===== src/ircf_pkg.sv =====
// ----------------------------------------------------------------------------
// IR camera frame encoder package
// Frame constants, register map, pipeline types and the divider step.
// ----------------------------------------------------------------------------
package ircf_pkg;

	localparam int unsigned SIZE_W    = 12;
	localparam int unsigned DIV_BITS  = SIZE_W - 1;  // quotient bits of (size/2) / z
	localparam int unsigned Z_W       = 15;          // positive zoom factor
	localparam int unsigned LANES     = 4;
	localparam int unsigned FRAME_MAX = 16;
	localparam int unsigned BODY_MAX  = 13;
	localparam int unsigned CNT_W     = 5;
	localparam int unsigned BODY_W    = 4;

	localparam int unsigned LANE_X1 = 0;
	localparam int unsigned LANE_Y1 = 1;
	localparam int unsigned LANE_X2 = 2;
	localparam int unsigned LANE_Y2 = 3;

	localparam logic [7:0] FRAME_HEAD   = 8'hAA;
	localparam logic [7:0] FRAME_TAIL0  = 8'hEB;
	localparam logic [7:0] FRAME_TAIL1  = 8'hAA;
	localparam logic [7:0] FRAME_PREFIX = 8'h01;
	localparam logic [7:0] CMD_CORRECT  = 8'h11;
	localparam logic [7:0] CMD_BRIGHT   = 8'h23;
	localparam logic [7:0] CMD_ZOOM     = 8'h40;
	localparam logic [7:0] CMD_PALETTE  = 8'h42;
	localparam logic [7:0] LEN_SHORT    = 8'h05;
	localparam logic [7:0] LEN_BRIGHT   = 8'h06;
	localparam logic [7:0] LEN_ZOOM     = 8'h0C;
	localparam logic [7:0] OP_ONE       = 8'h01;
	localparam logic [7:0] OP_TWO       = 8'h02;

	localparam logic [BODY_W-1:0] BODY_SHORT  = 4'd6;
	localparam logic [BODY_W-1:0] BODY_BRIGHT = 4'd7;
	localparam logic [BODY_W-1:0] BODY_ZOOM   = 4'd13;
	localparam logic [CNT_W-1:0]  TAIL_BYTES  = 5'd3;

	localparam logic [2:0] MODE_CORRECT = 3'd0;
	localparam logic [2:0] MODE_BRIGHT  = 3'd1;
	localparam logic [2:0] MODE_OP_ONE  = 3'd2;
	localparam logic [2:0] MODE_OP_TWO  = 3'd3;
	localparam logic [2:0] MODE_PALETTE = 3'd4;
	localparam logic [2:0] MODE_ZOOM    = 3'd5;

	localparam logic REG_WIDTH  = 1'b0;
	localparam logic REG_HEIGHT = 1'b1;

	localparam logic [SIZE_W-1:0] WIDTH_RST  = 12'd640;
	localparam logic [SIZE_W-1:0] HEIGHT_RST = 12'd512;

	typedef struct packed {
		logic [2:0]        mode;
		logic [7:0]        cmd;
		logic [15:0]       value;
		logic [SIZE_W-1:0] w;
		logic [SIZE_W-1:0] h;
		logic              emit;
	} cmd_t;

	// dq holds the remaining dividend bits on top, quotient bits shift in below
	typedef struct packed {
		logic [Z_W-1:0]      rem;
		logic [DIV_BITS-1:0] dq;
	} div_lane_t;

	typedef div_lane_t [LANES-1:0] lanes_t;

	function automatic div_lane_t div_step(input div_lane_t l, input logic [Z_W-1:0] z);
		logic [Z_W:0] trial;
		logic [Z_W:0] diff;
		div_lane_t    r;
		trial = {l.rem, l.dq[DIV_BITS-1]};
		diff  = trial - {1'b0, z};
		if (trial >= {1'b0, z}) begin
			r.rem = diff[Z_W-1:0];
			r.dq  = {l.dq[DIV_BITS-2:0], 1'b1};
		end else begin
			r.rem = trial[Z_W-1:0];
			r.dq  = {l.dq[DIV_BITS-2:0], 1'b0};
		end
		return r;
	endfunction

endpackage


===== src/ir_camera_command_frame_encoder_unit.sv =====
// ----------------------------------------------------------------------------
// IR camera command frame encoder
// Each accepted command request becomes one control frame sent out one byte
// per output request, the final byte flagged by last: AA, length, 01,
// command, operation, payload, byte-sum checksum, EB AA. Correction, operation
// and palette frames are 9 bytes, brightness 10, zoom 16; a zoom factor of 0
// or below and the undefined modes 6 and 7 produce nothing. A request passes
// through one input stage, an 11-stage restoring divider (one quotient bit
// per stage, four lanes for the zoom corners), a corner stage and a frame
// assembly stage before the serializer. Requests enter every cycle while the
// pipeline has room; the byte serializer at the output sends one byte per
// cycle while out_ready is high, and loads the next frame as the last byte
// of the previous one leaves; a request with no frame does not wait on it.
// image_width sits at byte address 0 and image_height at 4 (12 bits each).
// ----------------------------------------------------------------------------
module ir_camera_command_frame_encoder_unit (
	input  logic        clk,
	input  logic        arst_n,
	// command request channel
	input  logic        in_valid,
	output logic        in_ready,
	input  logic [2:0]  mode,
	input  logic [7:0]  command_byte,
	input  logic signed [15:0] value,
	// frame byte channel
	output logic        out_valid,
	input  logic        out_ready,
	output logic [7:0]  frame_byte,
	output logic        last,
	// configuration
	input  logic        psel,
	input  logic        penable,
	input  logic        pwrite,
	input  logic [2:0]  paddr,
	input  logic [31:0] pwdata,
	output logic [31:0] prdata,
	output logic        pready
);

	localparam int unsigned SIZE_W    = ircf_pkg::SIZE_W;
	localparam int unsigned DIV_BITS  = ircf_pkg::DIV_BITS;
	localparam int unsigned LANES     = ircf_pkg::LANES;
	localparam int unsigned FRAME_MAX = ircf_pkg::FRAME_MAX;
	localparam int unsigned BODY_MAX  = ircf_pkg::BODY_MAX;
	localparam int unsigned CNT_W     = ircf_pkg::CNT_W;
	localparam int unsigned BODY_W    = ircf_pkg::BODY_W;
	localparam int unsigned Z_W       = ircf_pkg::Z_W;
	localparam int unsigned SPLIT     = 7;

	// ---------------- configuration ----------------
	logic [SIZE_W-1:0] width_q;
	logic [SIZE_W-1:0] height_q;
	logic              cfg_wr;

	assign pready = 1'b1;
	assign cfg_wr = psel & penable & pwrite;

	always_ff @(posedge clk or negedge arst_n) begin
		if (!arst_n) begin
			width_q  <= ircf_pkg::WIDTH_RST;
			height_q <= ircf_pkg::HEIGHT_RST;
		end else if (cfg_wr) begin
			case (paddr[2])
				ircf_pkg::REG_WIDTH:  width_q  <= pwdata[SIZE_W-1:0];
				ircf_pkg::REG_HEIGHT: height_q <= pwdata[SIZE_W-1:0];
				default: ;
			endcase
		end
	end

	always_comb begin
		prdata = '0;
		case (paddr[2])
			ircf_pkg::REG_WIDTH:  prdata[SIZE_W-1:0] = width_q;
			ircf_pkg::REG_HEIGHT: prdata[SIZE_W-1:0] = height_q;
			default: ;
		endcase
	end

	// ---------------- pipeline control ----------------
	logic adv;      // whole pipeline moves one stage
	logic load_ok;  // serializer can take a frame this cycle
	logic pop;

	// ---------------- stage 1: capture ----------------
	logic           v_s1;
	ircf_pkg::cmd_t cmd_s1;
	logic           emit_in;

	assign emit_in = (mode < ircf_pkg::MODE_ZOOM) ||
		((mode == ircf_pkg::MODE_ZOOM) && !value[15] && (value != '0));

	always_ff @(posedge clk or negedge arst_n) begin
		if (!arst_n) begin
			v_s1 <= 1'b0;
		end else if (adv) begin
			v_s1 <= in_valid;
		end
	end

	always_ff @(posedge clk) begin
		if (adv && in_valid) begin
			cmd_s1.mode  <= mode;
			cmd_s1.cmd   <= command_byte;
			cmd_s1.value <= value;
			cmd_s1.w     <= width_q;
			cmd_s1.h     <= height_q;
			cmd_s1.emit  <= emit_in;
		end
	end

	// dividends: floor(n / 2z) == floor(floor(n/2) / z)
	logic [SIZE_W-1:0]  wm1;
	logic [SIZE_W-1:0]  hm1;
	ircf_pkg::lanes_t   lanes0;

	always_comb begin
		wm1 = (cmd_s1.w == '0) ? '0 : cmd_s1.w - SIZE_W'(1);
		hm1 = (cmd_s1.h == '0) ? '0 : cmd_s1.h - SIZE_W'(1);
		for (int j = 0; j < LANES; j++) begin
			lanes0[j].rem = '0;
		end
		lanes0[ircf_pkg::LANE_X1].dq = cmd_s1.w[SIZE_W-1:1];
		lanes0[ircf_pkg::LANE_Y1].dq = cmd_s1.h[SIZE_W-1:1];
		lanes0[ircf_pkg::LANE_X2].dq = wm1[SIZE_W-1:1];
		lanes0[ircf_pkg::LANE_Y2].dq = hm1[SIZE_W-1:1];
	end

	// ---------------- divider stages ----------------
	logic             ds_v_in   [1:DIV_BITS];
	ircf_pkg::cmd_t   ds_cmd_in [1:DIV_BITS];
	ircf_pkg::lanes_t ds_ln_in  [1:DIV_BITS];
	logic             ds_v_sd   [1:DIV_BITS];
	ircf_pkg::cmd_t   ds_cmd_sd [1:DIV_BITS];
	ircf_pkg::lanes_t ds_ln_sd  [1:DIV_BITS];

	always_comb begin
		ds_v_in[1]   = v_s1;
		ds_cmd_in[1] = cmd_s1;
		ds_ln_in[1]  = lanes0;
		for (int k = 2; k <= DIV_BITS; k++) begin
			ds_v_in[k]   = ds_v_sd[k-1];
			ds_cmd_in[k] = ds_cmd_sd[k-1];
			ds_ln_in[k]  = ds_ln_sd[k-1];
		end
	end

	always_ff @(posedge clk or negedge arst_n) begin
		if (!arst_n) begin
			for (int k = 1; k <= DIV_BITS; k++) begin
				ds_v_sd[k] <= 1'b0;
			end
		end else if (adv) begin
			for (int k = 1; k <= DIV_BITS; k++) begin
				ds_v_sd[k] <= ds_v_in[k];
			end
		end
	end

	always_ff @(posedge clk) begin
		if (adv) begin
			for (int k = 1; k <= DIV_BITS; k++) begin
				ds_cmd_sd[k] <= ds_cmd_in[k];
				for (int j = 0; j < LANES; j++) begin
					ds_ln_sd[k][j] <= ircf_pkg::div_step(ds_ln_in[k][j],
						ds_cmd_in[k].value[Z_W-1:0]);
				end
			end
		end
	end

	// ---------------- corner stage ----------------
	logic              v_sc;
	ircf_pkg::cmd_t    cmd_sc;
	logic [SIZE_W-1:0] corner_sc [LANES];
	logic [SIZE_W-1:0] half_w;
	logic [SIZE_W-1:0] half_h;
	ircf_pkg::lanes_t  q_fin;

	assign q_fin  = ds_ln_sd[DIV_BITS];
	assign half_w = {1'b0, ds_cmd_sd[DIV_BITS].w[SIZE_W-1:1]};
	assign half_h = {1'b0, ds_cmd_sd[DIV_BITS].h[SIZE_W-1:1]};

	always_ff @(posedge clk or negedge arst_n) begin
		if (!arst_n) begin
			v_sc <= 1'b0;
		end else if (adv) begin
			v_sc <= ds_v_sd[DIV_BITS];
		end
	end

	always_ff @(posedge clk) begin
		if (adv) begin
			cmd_sc <= ds_cmd_sd[DIV_BITS];
			corner_sc[ircf_pkg::LANE_X1] <= half_w - {1'b0, q_fin[ircf_pkg::LANE_X1].dq};
			corner_sc[ircf_pkg::LANE_Y1] <= half_h - {1'b0, q_fin[ircf_pkg::LANE_Y1].dq};
			corner_sc[ircf_pkg::LANE_X2] <= half_w + {1'b0, q_fin[ircf_pkg::LANE_X2].dq};
			corner_sc[ircf_pkg::LANE_Y2] <= half_h + {1'b0, q_fin[ircf_pkg::LANE_Y2].dq};
		end
	end

	// ---------------- frame assembly stage ----------------
	logic [7:0]        body   [FRAME_MAX];
	logic [BODY_W-1:0] blen;
	logic [7:0]        psum_a;
	logic [7:0]        psum_b;

	always_comb begin
		for (int i = 0; i < FRAME_MAX; i++) begin
			body[i] = '0;
		end
		blen    = '0;
		body[0] = ircf_pkg::FRAME_HEAD;
		body[1] = ircf_pkg::LEN_SHORT;
		body[2] = ircf_pkg::FRAME_PREFIX;
		body[5] = cmd_sc.value[7:0];
		case (cmd_sc.mode)
			ircf_pkg::MODE_CORRECT: begin
				body[3] = ircf_pkg::CMD_CORRECT;
				body[4] = ircf_pkg::OP_TWO;
				blen    = ircf_pkg::BODY_SHORT;
			end
			ircf_pkg::MODE_BRIGHT: begin
				body[1] = ircf_pkg::LEN_BRIGHT;
				body[3] = ircf_pkg::CMD_BRIGHT;
				body[4] = ircf_pkg::OP_ONE;
				body[6] = cmd_sc.value[15:8];
				blen    = ircf_pkg::BODY_BRIGHT;
			end
			ircf_pkg::MODE_OP_ONE: begin
				body[3] = cmd_sc.cmd;
				body[4] = ircf_pkg::OP_ONE;
				blen    = ircf_pkg::BODY_SHORT;
			end
			ircf_pkg::MODE_OP_TWO: begin
				body[3] = cmd_sc.cmd;
				body[4] = ircf_pkg::OP_TWO;
				blen    = ircf_pkg::BODY_SHORT;
			end
			ircf_pkg::MODE_PALETTE: begin
				body[3] = ircf_pkg::CMD_PALETTE;
				body[4] = ircf_pkg::OP_TWO;
				blen    = ircf_pkg::BODY_SHORT;
			end
			ircf_pkg::MODE_ZOOM: begin
				body[1] = ircf_pkg::LEN_ZOOM;
				body[3] = ircf_pkg::CMD_ZOOM;
				body[4] = ircf_pkg::OP_TWO;
				// corners little-endian: x1 y1 x2 y2
				for (int j = 0; j < LANES; j++) begin
					body[5 + 2*j] = corner_sc[j][7:0];
					body[6 + 2*j] = 8'(corner_sc[j][SIZE_W-1:8]);
				end
				blen = ircf_pkg::BODY_ZOOM;
			end
			default: ;
		endcase
		// checksum split in two halves, finished at the serializer load
		psum_a = '0;
		psum_b = '0;
		for (int i = 0; i < SPLIT; i++) begin
			psum_a = psum_a + body[i];
		end
		for (int i = SPLIT; i < BODY_MAX; i++) begin
			psum_b = psum_b + body[i];
		end
	end

	logic              v_sf;
	logic              emit_sf;
	logic [7:0]        body_sf [BODY_MAX];
	logic [BODY_W-1:0] blen_sf;
	logic [7:0]        psum_a_sf;
	logic [7:0]        psum_b_sf;

	always_ff @(posedge clk or negedge arst_n) begin
		if (!arst_n) begin
			v_sf <= 1'b0;
		end else if (adv) begin
			v_sf <= v_sc;
		end
	end

	always_ff @(posedge clk) begin
		if (adv) begin
			emit_sf   <= cmd_sc.emit;
			blen_sf   <= blen;
			psum_a_sf <= psum_a;
			psum_b_sf <= psum_b;
			for (int i = 0; i < BODY_MAX; i++) begin
				body_sf[i] <= body[i];
			end
		end
	end

	// ---------------- byte serializer ----------------
	logic [7:0]       frame     [FRAME_MAX];
	logic [7:0]       csum;
	logic [CNT_W-1:0] pos_sum;
	logic [7:0]       buf_q     [FRAME_MAX];
	logic [CNT_W-1:0] cnt_q;
	logic             load;

	assign pos_sum = {1'b0, blen_sf};
	assign csum    = psum_a_sf + psum_b_sf;

	always_comb begin
		for (int i = 0; i < FRAME_MAX; i++) begin
			frame[i] = 8'h00;
		end
		for (int i = 0; i < BODY_MAX; i++) begin
			frame[i] = body_sf[i];
		end
		for (int i = 0; i < FRAME_MAX; i++) begin
			if (CNT_W'(i) == pos_sum) begin
				frame[i] = csum;
			end else if (CNT_W'(i) == pos_sum + CNT_W'(1)) begin
				frame[i] = ircf_pkg::FRAME_TAIL0;
			end else if (CNT_W'(i) == pos_sum + CNT_W'(2)) begin
				frame[i] = ircf_pkg::FRAME_TAIL1;
			end
		end
	end

	assign out_valid  = (cnt_q != '0);
	assign frame_byte = buf_q[0];
	assign last       = (cnt_q == CNT_W'(1));
	assign pop        = out_valid & out_ready;
	assign load_ok    = !out_valid || (out_ready && last);
	assign load       = v_sf && emit_sf && load_ok;
	// a slot with no frame drains without waiting on the serializer
	assign adv        = !v_sf || !emit_sf || load_ok;
	assign in_ready   = adv;

	always_ff @(posedge clk or negedge arst_n) begin
		if (!arst_n) begin
			cnt_q <= '0;
		end else if (load) begin
			cnt_q <= pos_sum + ircf_pkg::TAIL_BYTES;
		end else if (pop) begin
			cnt_q <= cnt_q - CNT_W'(1);
		end
	end

	always_ff @(posedge clk) begin
		if (load) begin
			for (int i = 0; i < FRAME_MAX; i++) begin
				buf_q[i] <= frame[i];
			end
		end else if (pop) begin
			for (int i = 0; i < FRAME_MAX - 1; i++) begin
				buf_q[i] <= buf_q[i+1];
			end
			buf_q[FRAME_MAX-1] <= '0;
		end
	end

endmodule


===== config.mk =====
export PLATFORM = sky130hd
export DESIGN_NAME = ir_camera_command_frame_encoder_unit
export DESIGN_NICKNAME = d
export VERILOG_FILES = /design/src/ircf_pkg.sv /design/src/ir_camera_command_frame_encoder_unit.sv
export SDC_FILE = /design/constraint.sdc
export NUM_CORES = 2
export LEC_CHECK = 0
export BUFFER_PORTS_ARGS = -buffer_cell sky130_fd_sc_hd__buf_2
export CORE_AREA = 4 4 501 503
export DETAILED_ROUTE_END_ITERATION = 8
export DIE_AREA = 0 0 505 507
export GPL_ROUTABILITY_DRIVEN = 0
export PLACE_DENSITY = 0.55
export SLEW_MARGIN = 15
export SYNTH_ARGS = -nofsm -noshare
export SYNTH_HDL_FRONTEND = slang
export SYNTH_SLANG_ARGS = --single-unit

===== constraint.sdc =====
create_clock -name clk -period 31.9 [get_ports clk]
set_input_delay 1.595 -clock clk [delete_from_list [all_inputs] [get_ports clk]]
set_output_delay 1.595 -clock clk [all_outputs]
set_load 0.01 [all_outputs]

==> flow_summary.toml <==
[logic_synthesis]
cell_area_after_technology_mapping_um2 = 98300
yosys_warnings = 0
ys_seq_elements = 1908
synth_edf_count = 1865
synth-seq-area-share = 0.581
ys.flop_type = "edfxtp_1"
synth-async-reset-ratio = 0.0225
synth_cells = 7984
synth.avg_cell_area_um2 = 12.3
synth.lib_cells_used.distinct = 100

[global_routing]
grt_most_used_layer = "met2"
groute.usage.overall = 0.182
grt_use_met3 = 0.0204
number_of_global_route_vias_before_repair = 60600
gr-total-overflow = 0
wire_length_of_the_first_global_routing_pass_um = 360000
antenna_found_initial = 13
use_met2 = 0.297
grt_util_met1 = 0.251
maximum_number_of_pins_on_one_net_before_global_route_repair = 172

[die]
die_area_um2 = 256000
floorplan.die.height_um = 507
boundaryPins = 113
placementRows = 182
coreArea_um2 = 246000
die-width_um = 505
initial_standard_cell_utilization_of_the_core = 0.400

[clocking]
cts-buffers-inserted = 198
cts_root_buf = "clkbuf_16"
cts_tree = "done"
cts_buffer_depth = 3
clkTransAtPathRegs_ns = 0.06
clock_tree.htree_level_count = 4
post_cts_resize_count = 0
postCtsHoldBufs = 0
post_cts.repair.setup_buffers = 0
clock_insertion_delay_worst_skew_ns = 0.86
cts_sinks = 1908

[critical_path]
crit_path_end_kind = "register"
critPathRequiredTime_ns = 32.33
worst-path-max-fanout = 76
timing_worst_setup_path_type = "in2reg"
crit_arrival_ns = 7.34
timing.critical_path.from_type = "primary input"

[run]
timing.max_cap.violations = 0

[sta]
hold_viol_final = 0
achievable-frequency_ghz = 0.145
final-max-slew-violation-count = 0
setup-violations-final = 0
skew_ns = 0.0755
unrepaired_setup_endpoints_after_global_routing = "no"
tightestPinTransition_ns = 1.11
slew_headroom = 0.258
final.setup.tns_ns = 0
final.period_utilization = 0.217
hold-worst-slack_ns = 0.342
min_period_ns = 6.91

[placement]
post-dp-hpwl_um = 179000
number_of_port_buffers = 69
post_dp_cell_area_um2 = 102000

[finish]
post-route-util = 0.443
post_route_cells_drive_above_1_share = 0.0853
synthToLayoutAreaGrowth_pct = 10.7
layout.cell_area.non_filler_um2 = 109000
nNetsFinal = 9002

[routing]
post-route-drc-count = 0
num_vias = 62400
drt_first_pass_iters = 6
drt-total-wl_um = 237000
drt-wirelength-per-cell_um = 20.5
avgViaCountPerCell = 5.40
antenna_violating_nets_post_route = 0
drt_first_iter_violations = 5203

[run_status]
status = "completed"

[worst_hold_path]
hold_path_class = "reg2reg"
[critical path, stage by stage]
cell and delay (ns):
buf_2 0.12, a21o_1 0.14, nand2_1 0.12, nand3_4 0.40, buf_4 0.72, buf_4 0.76, buf_4 0.85, buf_4 0.71
buf_4 0.76, buf_4 0.85
[metal layers]
| metal | up-vias | routed length [um] |
|---|---|---|
| met5 | - | 0 |
| met4 | 0 | 8970 |
| met3 | 416 | 10400 |
| met2 | 1648 | 110000 |
| met1 | 30200 | 108000 |
| li1 | 30200 | - |
[area by class of cell]
class,instances,area (um2)
Clock buffer,242,5170
Inverter,483,1810
Multi-Input combinational cell,5440,38600
Fill cell,22400,137000
Clock inverter,123,1360
Timing Repair Buffer,130,828
Antenna cell,5,12.5
Tap cell,3220,4030
Sequential cell,1908,57100
[layout by cell type, fill, tap and decap left out, types with 34 or more instances in the layout]
cell       count
a31oi_1       67
nand4_1       66
o21ai_1       61
o31ai_1       44
a211oi_1      50
clkinv_2      38
nor2_1       784
nand3_1       94
nor2b_1      155
ha_1         701
buf_2         69
nand2_1      540
a21oi_1      567
and3_1        46
clkbuf_16    199
o31a_1        53
xor2_1       131
o21a_1       170
nor3_1        90
clkbuf_1      40
inv_1        480
a21o_1       135
nand2b_1      73
edfxtp_1    1865
or3_1         48
mux2_2       178
clkinv_1      38
o22ai_1       35
xnor2_1      248
fa_1          71
buf_4         59
a221oi_1      34
o21ai_0      454
and2_1        38
dfrtp_1       40
a21boi_0      69
[flip-flops by register name, indices dropped and copies added, names as in the netlist]
signal and count:
blen_sf 3, body_sf 65, buf_q 128, cmd_s1 52, cmd_sc 28, cnt_q 5, corner_sc 48, ds_cmd_sd 550
ds_ln_sd 974, ds_v_in 10, ds_v_sd 1, emit_sf 1, height_q 12, psum_a_sf 8, psum_b_sf 8, v_s1 1
v_sc 1, v_sf 1, width_q 12
[through the flow]
stage / setup slack, ns / std cells
6_report: 24.99 / 11600
5_1_grt: 24.45 / 11500
4_1_cts: 24.99 / 11500
3_5_place_dp: 24.10 / 11200
3_3_place_gp: 24.19 / 11200
2_1_floorplan: 7.99 / 8003
[synthesized netlist by cell type (18+ instances only)]
cell type / count / area [um2]
o21ai_1: 63 / 315
a21boi_0: 69 / 518
mux2_2: 178 / 2000
buf_4: 42 / 315
mux2i_1: 26 / 260
xnor2_1: 249 / 2180
and2_1: 39 / 244
nand2b_1: 73 / 457
a21oi_1: 567 / 2840
nand2_1: 540 / 2030
inv_1: 480 / 1800
a221oi_1: 34 / 298
a211oi_1: 50 / 375
nor2_1: 786 / 2950
o211a_1: 30 / 300
or3_1: 48 / 300
a211o_1: 18 / 158
buf_2: 66 / 330
edfxtp_1: 1865 / 56000
a311oi_1: 30 / 263
o31a_1: 53 / 464
a211oi_2: 18 / 225
o31ai_1: 44 / 330
o21bai_1: 18 / 135
xor2_1: 131 / 1150
and3_1: 46 / 288
a21o_1: 135 / 1010
clkbuf_1: 50 / 188
nor3_1: 90 / 450
o221ai_1: 19 / 166
ha_1: 701 / 8770
o21ai_0: 454 / 2270
dfrtp_1: 40 / 1000
nand4_1: 66 / 413
nand3_1: 96 / 480
nor2b_1: 156 / 976
o21a_1: 170 / 1280
o22ai_1: 35 / 219
a31oi_2: 18 / 225
fa_1: 71 / 1420
a31oi_1: 67 / 419
[path summary, 6_finish.rpt]
path,depth (start not counted),slack (ns),startpoint,end
worst max-delay path,10,24.99,out_ready,ds_cmd_sd[0][279]
worst min-delay path,0,0.34,ds_cmd_sd[0][230],ds_cmd_sd[0][282]
worst max register to register,9,25.08,cnt_q[3],ds_cmd_sd[0][279]
worst min register to register,0,0.34,ds_cmd_sd[0][230],ds_cmd_sd[0][282]
max in group asynchronous,2,30.39,arst_n,v_sc
min in group asynchronous,2,0.87,arst_n,height_q[4]
[logic make-up after synthesis]
family	share of synthesized area
mux	0.0235
xor+xnor	0.0340
flops	0.581
other cells	0.0000764
simple gates	0.0924
compound gates	0.137
buf+inv	0.0283
fa+ha+maj	0.104
Power is not shown: default switching activity piles up to over one toggle a cycle in this logic, so the estimate is an artifact.
